**src/scf_pkg.sv**
```systemverilog
// Package: types, token constants and the tail match function of the token framer.
package scf_pkg;

  localparam int WIN_LEN          = 8;
  localparam int BYTE_W           = 8;
  localparam int FILL_W           = 4;
  localparam int CFG_IDX_W        = 2;
  localparam int PAYLOAD_CAP_DEF  = 512;

  typedef logic [0:WIN_LEN-1][BYTE_W-1:0] win_t;

  // Tokens are right-aligned: the last character sits in the newest slot.
  localparam win_t TOK_READY  = {8'h00, ":READY:"};
  localparam win_t TOK_FINISH = ":FINISH:";
  localparam win_t TOK_RESET  = {8'h00, ":RESET:"};
  localparam win_t TOK_ON     = {32'h0, ":ON:"};
  localparam win_t TOK_OFF    = {24'h0, ":OFF:"};

  localparam logic [FILL_W-1:0] LEN_READY  = 4'd7;
  localparam logic [FILL_W-1:0] LEN_FINISH = 4'd8;
  localparam logic [FILL_W-1:0] LEN_RESET  = 4'd7;
  localparam logic [FILL_W-1:0] LEN_ON     = 4'd4;
  localparam logic [FILL_W-1:0] LEN_OFF    = 4'd5;
  localparam logic [FILL_W-1:0] FILL_FULL  = 4'd8;

  localparam logic [CFG_IDX_W-1:0] REG_ON_BRIGHTNESS  = 2'd0;
  localparam logic [CFG_IDX_W-1:0] REG_OFF_BRIGHTNESS = 2'd1;

  localparam logic [BYTE_W-1:0] ON_BRIGHTNESS_RST  = 8'd5;
  localparam logic [BYTE_W-1:0] OFF_BRIGHTNESS_RST = 8'd0;

  typedef enum logic [1:0] {
    REPLY_NONE     = 2'd0,
    REPLY_OK       = 2'd1,
    REPLY_RECEIVED = 2'd2
  } reply_t;

  typedef enum logic [1:0] {
    EV_NONE     = 2'd0,
    EV_COMPLETE = 2'd1,
    EV_ABORT    = 2'd2,
    EV_OVERFLOW = 2'd3
  } frame_ev_t;

  typedef enum logic {
    MODE_WAIT    = 1'b0,
    MODE_RECEIVE = 1'b1
  } mode_t;

  // Control handed from the sequencer to every window cell.
  typedef struct packed {
    logic shift;
    logic clear;
  } cell_ctl_t;

  // True when the newest len bytes of w equal the token and len bytes have arrived.
  function automatic logic tail_is(input win_t w, input win_t tok,
                                   input logic [FILL_W-1:0] len,
                                   input logic [FILL_W-1:0] fill);
    logic ok;
    ok = (fill >= len);
    for (int k = 0; k < WIN_LEN; k++) begin
      if ((k >= WIN_LEN - int'(len)) && (w[k] != tok[k])) begin
        ok = 1'b0;
      end
    end
    return ok;
  endfunction

endpackage

```
**src/scf_cell.sv**
```systemverilog
// One byte slot of the tail window; takes its d_in byte on every shift unless cleared.
module scf_cell (
  input  logic                          clk,
  input  scf_pkg::cell_ctl_t            ctl,
  input  logic [scf_pkg::BYTE_W-1:0]    d_in,
  output logic [scf_pkg::BYTE_W-1:0]    q
);
  import scf_pkg::*;

  logic [BYTE_W-1:0] q_r;

  always_ff @(posedge clk) begin
    if (ctl.clear) begin
      q_r <= '0;
    end else if (ctl.shift) begin
      q_r <= d_in;
    end
  end

  assign q = q_r;

endmodule

```
**src/scf_ctrl.sv**
```systemverilog
// Token matcher, frame sequencer, counters, config registers and output register.
module scf_ctrl #(
  parameter int PAYLOAD_CAPACITY = scf_pkg::PAYLOAD_CAP_DEF
) (
  input  logic                           clk,
  input  logic                           rst_n,
  input  logic                           in_valid,
  output logic                           in_ready,
  input  logic [scf_pkg::BYTE_W-1:0]     in_rx_byte,
  input  scf_pkg::win_t                  win,
  output scf_pkg::cell_ctl_t             cell_ctl,
  input  logic                           cfg_we,
  input  logic [scf_pkg::CFG_IDX_W-1:0]  cfg_index,
  input  logic [scf_pkg::BYTE_W-1:0]     cfg_wdata,
  output logic                           out_valid,
  input  logic                           out_ready,
  output logic                           out_payload_valid,
  output logic [scf_pkg::BYTE_W-1:0]     out_payload_byte,
  output logic [1:0]                     out_reply_code,
  output logic [1:0]                     out_frame_event,
  output logic                           out_display_valid,
  output logic                           out_display_on,
  output logic [scf_pkg::BYTE_W-1:0]     out_brightness_level
);
  import scf_pkg::*;

  localparam int PC_W = $clog2(PAYLOAD_CAPACITY);
  localparam logic [PC_W:0] CAP = (PC_W + 1)'(PAYLOAD_CAPACITY);

  mode_t             mode_r, mode_nxt;
  logic [FILL_W-1:0] fill_r, fill_nxt, fill_a;
  logic [PC_W-1:0]   pc_r, pc_nxt, pc_inc;
  logic [BYTE_W-1:0] on_bri_r, off_bri_r;

  logic              out_valid_r, out_valid_nxt;
  logic              pv_r, pv_nxt;
  logic [BYTE_W-1:0] pb_r, pb_nxt;
  reply_t            reply_r, reply_nxt;
  frame_ev_t         ev_r, ev_nxt;
  logic              dv_r, dv_nxt;
  logic              don_r, don_nxt;
  logic [BYTE_W-1:0] bl_r, bl_nxt;

  logic              acc;
  win_t              win_sh;
  logic              m_reset, m_on, m_off, m_finish, m_ready, cmd, clr;
  logic [PC_W:0]     frame_sum;

  assign in_ready = !out_valid_r || out_ready;
  assign acc      = in_valid && in_ready;

  always_comb begin
    for (int j = 0; j < WIN_LEN - 1; j++) begin
      win_sh[j] = win[j+1];
    end
    win_sh[WIN_LEN-1] = in_rx_byte;
  end

  assign fill_a    = (fill_r == FILL_FULL) ? FILL_FULL : fill_r + 4'd1;
  assign m_reset   = tail_is(win_sh, TOK_RESET,  LEN_RESET,  fill_a);
  assign m_on      = tail_is(win_sh, TOK_ON,     LEN_ON,     fill_a);
  assign m_off     = tail_is(win_sh, TOK_OFF,    LEN_OFF,    fill_a);
  assign m_finish  = tail_is(win_sh, TOK_FINISH, LEN_FINISH, fill_a);
  assign m_ready   = tail_is(win_sh, TOK_READY,  LEN_READY,  fill_a);
  assign cmd       = m_reset || m_on || m_off;

  assign pv_nxt    = (mode_r == MODE_RECEIVE) && (fill_r == FILL_FULL);
  assign pc_inc    = pc_r + PC_W'(pv_nxt);
  assign frame_sum = {1'b0, pc_inc} + (PC_W + 1)'(fill_a);

  always_comb begin
    mode_nxt  = mode_r;
    reply_nxt = REPLY_NONE;
    ev_nxt    = EV_NONE;
    dv_nxt    = 1'b0;
    don_nxt   = 1'b0;
    bl_nxt    = '0;
    clr       = 1'b0;
    pb_nxt    = pv_nxt ? win[0] : '0;

    if (m_reset) begin
      dv_nxt = 1'b0;
    end else if (m_on) begin
      dv_nxt  = 1'b1;
      don_nxt = 1'b1;
      bl_nxt  = on_bri_r;
    end else if (m_off) begin
      dv_nxt  = 1'b1;
      bl_nxt  = off_bri_r;
    end

    if (cmd) begin
      reply_nxt = REPLY_OK;
      ev_nxt    = (mode_r == MODE_RECEIVE) ? EV_ABORT : EV_NONE;
      mode_nxt  = MODE_WAIT;
      clr       = 1'b1;
    end else if (mode_r == MODE_RECEIVE) begin
      if (m_finish) begin
        reply_nxt = REPLY_RECEIVED;
        ev_nxt    = EV_COMPLETE;
        mode_nxt  = MODE_WAIT;
        clr       = 1'b1;
      end else if (frame_sum >= CAP) begin
        ev_nxt    = EV_OVERFLOW;
        mode_nxt  = MODE_WAIT;
        clr       = 1'b1;
      end
    end else if (m_ready) begin
      reply_nxt = REPLY_OK;
      mode_nxt  = MODE_RECEIVE;
      clr       = 1'b1;
    end

    fill_nxt = clr ? '0 : fill_a;
    pc_nxt   = clr ? '0 : pc_inc;

    if (acc) begin
      out_valid_nxt = pv_nxt || (reply_nxt != REPLY_NONE) || (ev_nxt != EV_NONE) || dv_nxt;
    end else begin
      out_valid_nxt = out_valid_r && !out_ready;
    end
  end

  assign cell_ctl.shift = acc;
  assign cell_ctl.clear = acc && clr;

  always_ff @(posedge clk) begin
    if (!rst_n) begin
      mode_r      <= MODE_WAIT;
      fill_r      <= '0;
      pc_r        <= '0;
      out_valid_r <= 1'b0;
    end else begin
      out_valid_r <= out_valid_nxt;
      if (acc) begin
        mode_r <= mode_nxt;
        fill_r <= fill_nxt;
        pc_r   <= pc_nxt;
      end
    end
  end

  always_ff @(posedge clk) begin
    if (!rst_n) begin
      on_bri_r  <= ON_BRIGHTNESS_RST;
      off_bri_r <= OFF_BRIGHTNESS_RST;
    end else if (cfg_we) begin
      case (cfg_index)
        REG_ON_BRIGHTNESS:  on_bri_r  <= cfg_wdata;
        REG_OFF_BRIGHTNESS: off_bri_r <= cfg_wdata;
        default:            ;
      endcase
    end
  end

  always_ff @(posedge clk) begin
    if (acc) begin
      pv_r    <= pv_nxt;
      pb_r    <= pb_nxt;
      reply_r <= reply_nxt;
      ev_r    <= ev_nxt;
      dv_r    <= dv_nxt;
      don_r   <= don_nxt;
      bl_r    <= bl_nxt;
    end
  end

  assign out_valid            = out_valid_r;
  assign out_payload_valid    = pv_r;
  assign out_payload_byte     = pb_r;
  assign out_reply_code       = reply_r;
  assign out_frame_event      = ev_r;
  assign out_display_valid    = dv_r;
  assign out_display_on       = don_r;
  assign out_brightness_level = bl_r;

endmodule

```
**src/serial_command_token_framer.sv**
```systemverilog
// Top level of the serial command token framer: window cell row plus sequencer.
//
// Input channel (in_valid/in_ready/in_rx_byte): one received serial byte per
//   transaction. Output channel (out_valid/out_ready/out_*): at most one result
//   per byte, given only when a payload byte, reply, frame event or display
//   command is due; bytes that cause nothing produce no transaction.
// Config port (cfg_we/cfg_index/cfg_wdata): index 0 on brightness, index 1 off
//   brightness, taken on any edge with cfg_we high outside reset; other indexes are dropped.
// The last eight bytes sit in a row of eight byte cells that shift on every
//   accepted byte; token compares run in parallel on the shifted view.
// A result is registered and shows on the output in the cycle after its byte is accepted.
// Throughput: one byte per cycle, set by the single output register, which
//   accepts a new byte whenever it is empty or being drained that same cycle.
// Stall: while out_valid is high and out_ready low, hold the result and drop
//   in_ready; nothing is lost or repeated.
// Reset (rst_n low, synchronous): return to wait mode, clear fill and payload
//   counts, empty the output register, and load brightness defaults 5 and 0.
//   No clearing pass is needed; the block accepts bytes right after reset.
module serial_command_token_framer #(
  parameter int PAYLOAD_CAPACITY = scf_pkg::PAYLOAD_CAP_DEF
) (
  input  logic                           clk,
  input  logic                           rst_n,
  input  logic                           in_valid,
  output logic                           in_ready,
  input  logic [scf_pkg::BYTE_W-1:0]     in_rx_byte,
  input  logic                           cfg_we,
  input  logic [scf_pkg::CFG_IDX_W-1:0]  cfg_index,
  input  logic [scf_pkg::BYTE_W-1:0]     cfg_wdata,
  output logic                           out_valid,
  input  logic                           out_ready,
  output logic                           out_payload_valid,
  output logic [scf_pkg::BYTE_W-1:0]     out_payload_byte,
  output logic [1:0]                     out_reply_code,
  output logic [1:0]                     out_frame_event,
  output logic                           out_display_valid,
  output logic                           out_display_on,
  output logic [scf_pkg::BYTE_W-1:0]     out_brightness_level
);
  import scf_pkg::*;

  // Window contents: slot 0 oldest, last slot newest.
  win_t      win;
  cell_ctl_t cell_ctl;

  // Cell row: each cell takes its newer neighbor's byte; the newest takes the input.
  for (genvar i = 0; i < WIN_LEN; i++) begin : g_cell
    logic [BYTE_W-1:0] d_in;
    if (i == WIN_LEN - 1) begin : g_head
      assign d_in = in_rx_byte;
    end else begin : g_body
      assign d_in = win[i+1];
    end
    scf_cell u_cell (
      .clk  (clk),
      .ctl  (cell_ctl),
      .d_in (d_in),
      .q    (win[i])
    );
  end

  // Sequencer: match tokens, advance mode and counters, drive the result register.
  scf_ctrl #(
    .PAYLOAD_CAPACITY (PAYLOAD_CAPACITY)
  ) u_ctrl (
    .clk                  (clk),
    .rst_n                (rst_n),
    .in_valid             (in_valid),
    .in_ready             (in_ready),
    .in_rx_byte           (in_rx_byte),
    .win                  (win),
    .cell_ctl             (cell_ctl),
    .cfg_we               (cfg_we),
    .cfg_index            (cfg_index),
    .cfg_wdata            (cfg_wdata),
    .out_valid            (out_valid),
    .out_ready            (out_ready),
    .out_payload_valid    (out_payload_valid),
    .out_payload_byte     (out_payload_byte),
    .out_reply_code       (out_reply_code),
    .out_frame_event      (out_frame_event),
    .out_display_valid    (out_display_valid),
    .out_display_on       (out_display_on),
    .out_brightness_level (out_brightness_level)
  );

endmodule

```
**config.mk**
```make
export PLATFORM = sky130hd
export DESIGN_NAME = serial_command_token_framer
export DESIGN_NICKNAME = d
export VERILOG_FILES = /design/src/scf_pkg.sv /design/src/scf_cell.sv /design/src/scf_ctrl.sv /design/src/serial_command_token_framer.sv
export SDC_FILE = /design/constraint.sdc
export NUM_CORES = 1
export LEC_CHECK = 0
export BUFFER_PORTS_ARGS = -buffer_cell sky130_fd_sc_hd__clkbuf_2
export CAP_MARGIN = 20
export CORE_MARGIN = 5
export CORE_UTILIZATION = 50
export CTS_CLUSTER_SIZE = 14
export DETAILED_ROUTE_END_ITERATION = 10
export GPL_ROUTABILITY_DRIVEN = 0
export PLACE_DENSITY_LB_ADDON = 0.2
export SETUP_SLACK_MARGIN = 0.05
export SYNTH_ARGS = -nofsm -noshare
export SYNTH_HDL_FRONTEND = slang
export SYNTH_SLANG_ARGS = --single-unit
export TNS_END_PERCENT = 20
```
**constraint.sdc**
```tcl
create_clock -name clk -period 3.6 [get_ports clk]
set_clock_uncertainty 0.05 [all_clocks]
set_input_delay 0.54 -clock clk [delete_from_list [all_inputs] [get_ports clk]]
set_output_delay 0.54 -clock clk [all_outputs]
set_load 0.01 [all_outputs]
```
==> results.sh, run 1 <==
export IMPL_maxSlewViolCount=0
export IMPL_htreeDepth=4
export IMPL_clock_latency_ns=0.51
export IMPL_cts_root_buf="clkbuf_8"
export IMPL_fmax_mhz=301
export IMPL_multi_input_area_um2=2300
export IMPL_clk_path_buf_depth=2
export IMPL_dp_hpwl_mm=7.39
export IMPL_grt_max_degree=85
export IMPL_netlist_instances=573
export IMPL_syn_area_um2=5080
export IMPL_grt_pass1_vias=3945
export IMPL_routed_via_count=4169
export IMPL_die_w_um=111
export IMPL_cp_arrival_ns=3.67
export IMPL_cts_hold_buf=0
export IMPL_grt_antenna_before_repair=0
export IMPL_ir_drop_mv=0.314
export IMPL_rsz0062_at_grt="no"
export IMPL_die_area_um2=12300
export IMPL_min_period_over_period_pct=92.2
export IMPL_yosysUniqueCellTypes=46
export IMPL_critPathMaxFanout=35
export IMPL_yosys_warnings=0
export IMPL_status="complete, no violations"
export IMPL_routedWlPerCell_um=15.0
export IMPL_viasPerCell=5.49
export IMPL_drt_wl_total_mm=11.4
export IMPL_rows=36
export IMPL_die_height_um=111
export IMPL_ys_async_sr_fraction_pct=0
export IMPL_diodes=0
export IMPL_drt_pass1_iter_count=5
export IMPL_ff_latch_area_um2=2590
export IMPL_min_period_ns=3.32
export IMPL_power_density_nw_per_um2=562
export IMPL_fillers=847
export IMPL_setup_violations=0
export IMPL_relSlewSlack_pct=43.3
export IMPL_power_leakage_nw=2.42
export IMPL_syn_avg_cell_area_um2=8.87
export IMPL_drc_errors=0
export IMPL_critPathRequiredTime_ns=3.95
export IMPL_hp_class="in -> reg"
export IMPL_cts_sinks=118
export IMPL_synthFlopType="dfxtp_1"
export IMPL_layout_commonest_cell="nand2_1"
export IMPL_ys_seq_area_share_pct=51.0
export IMPL_final_cell_mix="nand2_1, dfxtp_1, o21ai_0"
export IMPL_synth_edf_count=23
export IMPL_core_area_um2=9860
export IMPL_tightest_slew_ns=0.851
export IMPL_startpoint_type="flip-flop"
export IMPL_start_util_pct=51.5
export IMPL_end_kind="flip-flop"
export IMPL_path_clk_slew_ns=0.06
export IMPL_ios=48
export IMPL_tritoncts="built"
export IMPL_drive_above_1_share_pct=14.9
export IMPL_fin_cells=759
export IMPL_synth_nets=605
export IMPL_grt_pass1_wl_mm=19.4
export IMPL_drv_cap=0
export IMPL_critPathKind="reg -> reg"
export IMPL_cts_repair_resized=0
export IMPL_io_buffers=47
export IMPL_grt_usage_pct=18.9
export IMPL_yosys_register_bits=118
export IMPL_gr_total_overflow=0
export IMPL_r2r_slack_ns=0.28
export IMPL_ant_nets=0
export IMPL_setup_tns_ns=0
export IMPL_area_delta_synth_final_pct=17.7
export IMPL_hold_violations=0
export IMPL_drtIter0Drc=263
export IMPL_placed_cells=726
export IMPL_cts_inserted_buffers=17
export IMPL_nets=645
export IMPL_cts_setup_buffers=0
## layout make-up
class,count,area share [%]
timing repair buffer,55,5.14
multi-input combinational,410,38.5
clock buffer,23,8.53
sequential,118,43.3
clock inverter,9,1.05
tap,133,2.78
inverter,11,0.690
## routing by layer
metal  share of wire (%)  track usage, %  up-vias  wire [µm]
met4                 1.8            7.88        0        207
met1                  46            24.4     1964       5260
met5                   0               0        -          0
li1                    -               -     2099          -
met3                 3.9            4.09       21        448
met2                  48            30.6       85       5480
## path summary, 6_finish.rpt
path	start	cells after the start	to
max	u_ctrl.fill_r[0]	15	u_ctrl.fill_r[0]
min	in_rx_byte[0]	3	g_cell[7].u_cell.q[0]
max reg2reg	u_ctrl.fill_r[0]	15	u_ctrl.fill_r[0]
min reg2reg	g_cell[0].u_cell.q[7]	2	g_cell[0].u_cell.q[7]
## critical path, stage by stage (launching register included)
cell,delay [ns]
dfxtp_1,0.42
inv_1,0.11
ha_1,0.21
nand2_1,0.08
nor2_1,0.05
and2_1,0.19
ha_1,0.20
ha_1,0.31
ha_1,0.28
a21oi_1,0.15
o21ai_0,0.11
nand4_1,0.14
nor4_4,0.06
nor2_4,0.28
nand2_8,0.21
o41ai_1,0.35
## cell usage after synthesis (2+ instances only)
library cell    n  area (µm²)
a21oi_1         5        25.0
a22o_1          9        78.8
a31oi_1         5        31.3
and3_1          9        56.3
and4_1          3        26.3
buf_1           2        7.51
buf_6           8        90.1
clkbuf_1       25        93.8
dfxtp_1        95        1900
edfxtp_1       23         691
ha_1            9         113
inv_1           9        33.8
mux2i_1        16         160
nand2_1       146         548
nand3_1        27         135
nand3b_1        4        30.0
nand4_1         9        56.3
nand4b_1        3        26.3
nor2_1         27         101
nor2b_1         3        18.8
nor3_1         13        65.1
nor3b_1         6        45.0
nor4_1          3        18.8
nor4b_1         6        52.6
nor4bb_1        8        80.1
o211ai_1        2        15.0
o21a_1          2        15.0
o21ai_0        56         280
o21ai_1        17        85.1
o31ai_1         3        22.5
xnor2_1         3        26.3
xor2_1          3        26.3
## kinds of logic (layout without fill, tap and decap cells)
logic type	after synthesis	after routing	share of synthesized area, %
flip-flops	118	118	51.0
AO/OA/AOI/OAI	104	104	12.0
XOR/XNOR	6	6	1.03
adder cells (fa/ha/maj)	9	9	2.21
multiplexers	16	16	3.15
buffers and inverters	46	98	4.58
AND/OR/NAND/NOR	274	275	26.1
## power breakdown
group,switching (mW),internal (mW)
Sequential,0.103,1.46
Clock,0.596,0.987
Combinational,0.120,0.0921
## metrics by stage
stage | setup slack (ns) | hold slack (ns) | utilization [%] | power [mW] | area (µm²)
final | 0.280 | 0.213 | 60.7 | 3.36 | 5990
after floorplan | 0.390 | 0.367 | - | 1.72 | 5080
after global routing | 0.0186 | 0.218 | 60.7 | 3.49 | 5990
after detailed placement | 0.113 | 0.385 | 54.4 | 1.81 | 5370
after CTS | 0.0628 | 0.194 | 60.2 | 3.39 | 5940
after global placement | 0.285 | 0.384 | 54.4 | 1.79 | 5370
## state kept, by name, summed over array words and instances (netlist names), 2 cells and up
signal                       flops
g_cell.u_cell.q                 64
u_ctrl.pc_r                      9
u_ctrl.off_bri_r                 8
u_ctrl.on_bri_r                  8
u_ctrl.out_brightness_level      8
u_ctrl.out_payload_byte          8
u_ctrl.fill_r                    4
u_ctrl.out_frame_event           2
u_ctrl.out_reply_code            2
No activity file was read; power rests on OpenSTA's default activity.
==> inputs of run 2 (changes only) <==
--- a/config.mk
+++ b/config.mk
@@ -13,6 +13,7 @@
 export DETAILED_ROUTE_END_ITERATION = 10
 export GPL_ROUTABILITY_DRIVEN = 0
 export PLACE_DENSITY_LB_ADDON = 0.2
+export REMOVE_ABC_BUFFERS = 1
 export SETUP_SLACK_MARGIN = 0.05
 export SYNTH_ARGS = -nofsm -noshare
 export SYNTH_HDL_FRONTEND = slang
==> run 2 against run 1 <==
  * Combinational power is essentially flat
  * Non-clock buffer count unchanged
  * Utilization is 0.20 points higher
  * Clock-buffer cell count fell by 3
  * Hold slack worse by 0.0085 ns
  * Highest routed layer unchanged
==> results.sh, run 2 (synthesis results as in run 1) <==
export IMPL_status="complete, no violations"
export IMPL_power_leakage_nw=2.42
export IMPL_dp_hpwl_mm=7.04
export IMPL_worst_slack_ns=0.226
export IMPL_nets=645
export IMPL_min_period_ns=3.37
export IMPL_drive_above_1_share_pct=15.0
export IMPL_power_density_nw_per_um2=567
export IMPL_drv_cap=0
export IMPL_clk_path_buf_depth=2
export IMPL_maxSlewViolCount=0
export IMPL_htreeDepth=4
export IMPL_clock_latency_ns=0.51
export IMPL_gr_total_overflow=0
export IMPL_hold_slack_ns=0.204
export IMPL_drt_pass1_iter_count=4
export IMPL_end_kind="flip-flop"
export IMPL_p_total_mw=3.40
export IMPL_comb_power_share_pct=6.2
export IMPL_ff_latch_area_um2=2590
export IMPL_p_sw_share_pct=23.7
export IMPL_routed_via_count=4178
export IMPL_critPathRequiredTime_ns=3.93
export IMPL_die_height_um=111
export IMPL_tritoncts="built"
export IMPL_setup_violations=0
export IMPL_hp_class="in -> reg"
export IMPL_multi_input_area_um2=2310
export IMPL_layout_commonest_cell="nand2_1"
export IMPL_path_clk_slew_ns=0.06
export IMPL_startpoint_type="flip-flop"
export IMPL_fmax_mhz=296
export IMPL_die_w_um=111
export IMPL_ant_nets=0
export IMPL_internal_power_mw=2.60
export IMPL_relSlewSlack_pct=42.6
export IMPL_start_util_pct=51.5
export IMPL_clkPwrFrac_pct=47.8
export IMPL_io_buffers=47
export IMPL_grt_max_degree=85
export IMPL_fillers=842
export IMPL_cp_arrival_ns=3.70
export IMPL_cts_root_buf="clkbuf_8"
export IMPL_viasPerCell=5.50
export IMPL_setup_tns_ns=0
export IMPL_grt_pass1_vias=3868
export IMPL_pre_cts_ws_ns=-0.139
export IMPL_min_period_over_period_pct=93.7
export IMPL_area_delta_synth_final_pct=18.1
export IMPL_die_area_um2=12300
export IMPL_critPathMaxFanout=36
export IMPL_tightest_slew_ns=0.861
export IMPL_hold_violations=0
export IMPL_drt_wl_total_mm=11.2
export IMPL_diodes=0
export IMPL_largest_reg_flops=64
export IMPL_grt_usage_pct=18.7
export IMPL_ios=48
export IMPL_grt_antenna_before_repair=0
export IMPL_critPathKind="reg -> reg"
export IMPL_cts_hold_buf=0
export IMPL_final_cell_mix="nand2_1, dfxtp_1, o21ai_0"
export IMPL_routedWlPerCell_um=14.8
export IMPL_ir_drop_mv=0.340
export IMPL_p_seq_share_pct=46.0
export IMPL_drc_errors=0
export IMPL_switchingPower_uw=806
export IMPL_cts_sinks=118
export IMPL_rows=36
export IMPL_cts_inserted_buffers=17
export IMPL_core_area_um2=9860
export IMPL_grt_pass1_wl_mm=18.9
export IMPL_drtIter0Drc=275
==> run 2: cell count changes in the layout (fill, tap and decap cells not counted), sizes merged <==
cell / before / now
bufinv: 0 / 2
clkinv: 7 / 8
clkbuf: 70 / 67
==> run 2: critical path, stage by stage, from the launching register on <==
cell and delay, ns:
dfxtp_1 0.40, inv_1 0.06, ha_1 0.18, nand2_1 0.13, nor2_4 0.07, and2_1 0.19
ha_1 0.20, ha_1 0.24, xor2_1 0.17, ha_1 0.29, nand2_1 0.04, o21ai_0 0.17
nand4_1 0.17, nor4_4 0.38, nor2_4 0.14, nand2_8 0.21, o21ai_0 0.15
==> run 2: timing repair <==
action | in CTS | in global routing
setup endpoints to repair | 79 | 81
gates resized for setup | 5 | 3
pin swaps | 1 | 2
buffers inserted | 0 | 1
cloned | 1 | 0
==> run 2: final timing paths <==
path | startpoint | endpoint | slack, ns | cells after the start
worst max-delay path | u_ctrl.fill_r[1] | g_cell[1].u_cell.q[6] | 0.23 | 16
worst min-delay path | in_rx_byte[1] | g_cell[7].u_cell.q[1] | 0.20 | 3
worst max register to register | u_ctrl.fill_r[1] | g_cell[1].u_cell.q[6] | 0.23 | 16
worst min register to register | g_cell[0].u_cell.q[7] | g_cell[0].u_cell.q[7] | 0.39 | 2
==> run 2: stage by stage <==
stage	instance area, µm²	utilization, %	instances
after CTS	5980	60.6	758
after global placement	5360	54.4	725
after detailed placement	5360	54.4	725
after floorplan	4890	-	538
final	6010	60.9	759
after global routing	6010	60.9	759
==> run 2: layout make-up <==
class	count	share of cell area, %
well taps	133	2.77
repair buffers	55	5.19
clock inverters	12	2.08
inverters	11	0.688
flip-flops and latches	118	43.2
clock buffers	20	7.60
multi-input cells	410	38.5
==> run 2: layer usage <==
metal | vias to the layer above | share of wire [%] | global-route usage [%]
met5 | - | 0 | 0
met2 | 108 | 47 | 29.7
met3 | 19 | 6.0 | 5.40
met4 | 0 | 1.7 | 6.40
met1 | 1954 | 45 | 24.4
li1 | 2097 | - | -
==> run 2: power groups by stage <==
stage          logic, mW  clock network [mW]  registers (mW)
2_1_floorplan      0.144                   0            1.57
3_3_place_gp       0.204                   0            1.58
3_5_place_dp       0.212                   0            1.59
4_1_cts            0.214                1.65            1.56
5_1_grt            0.246                1.71            1.58
6_report           0.212                1.63            1.57
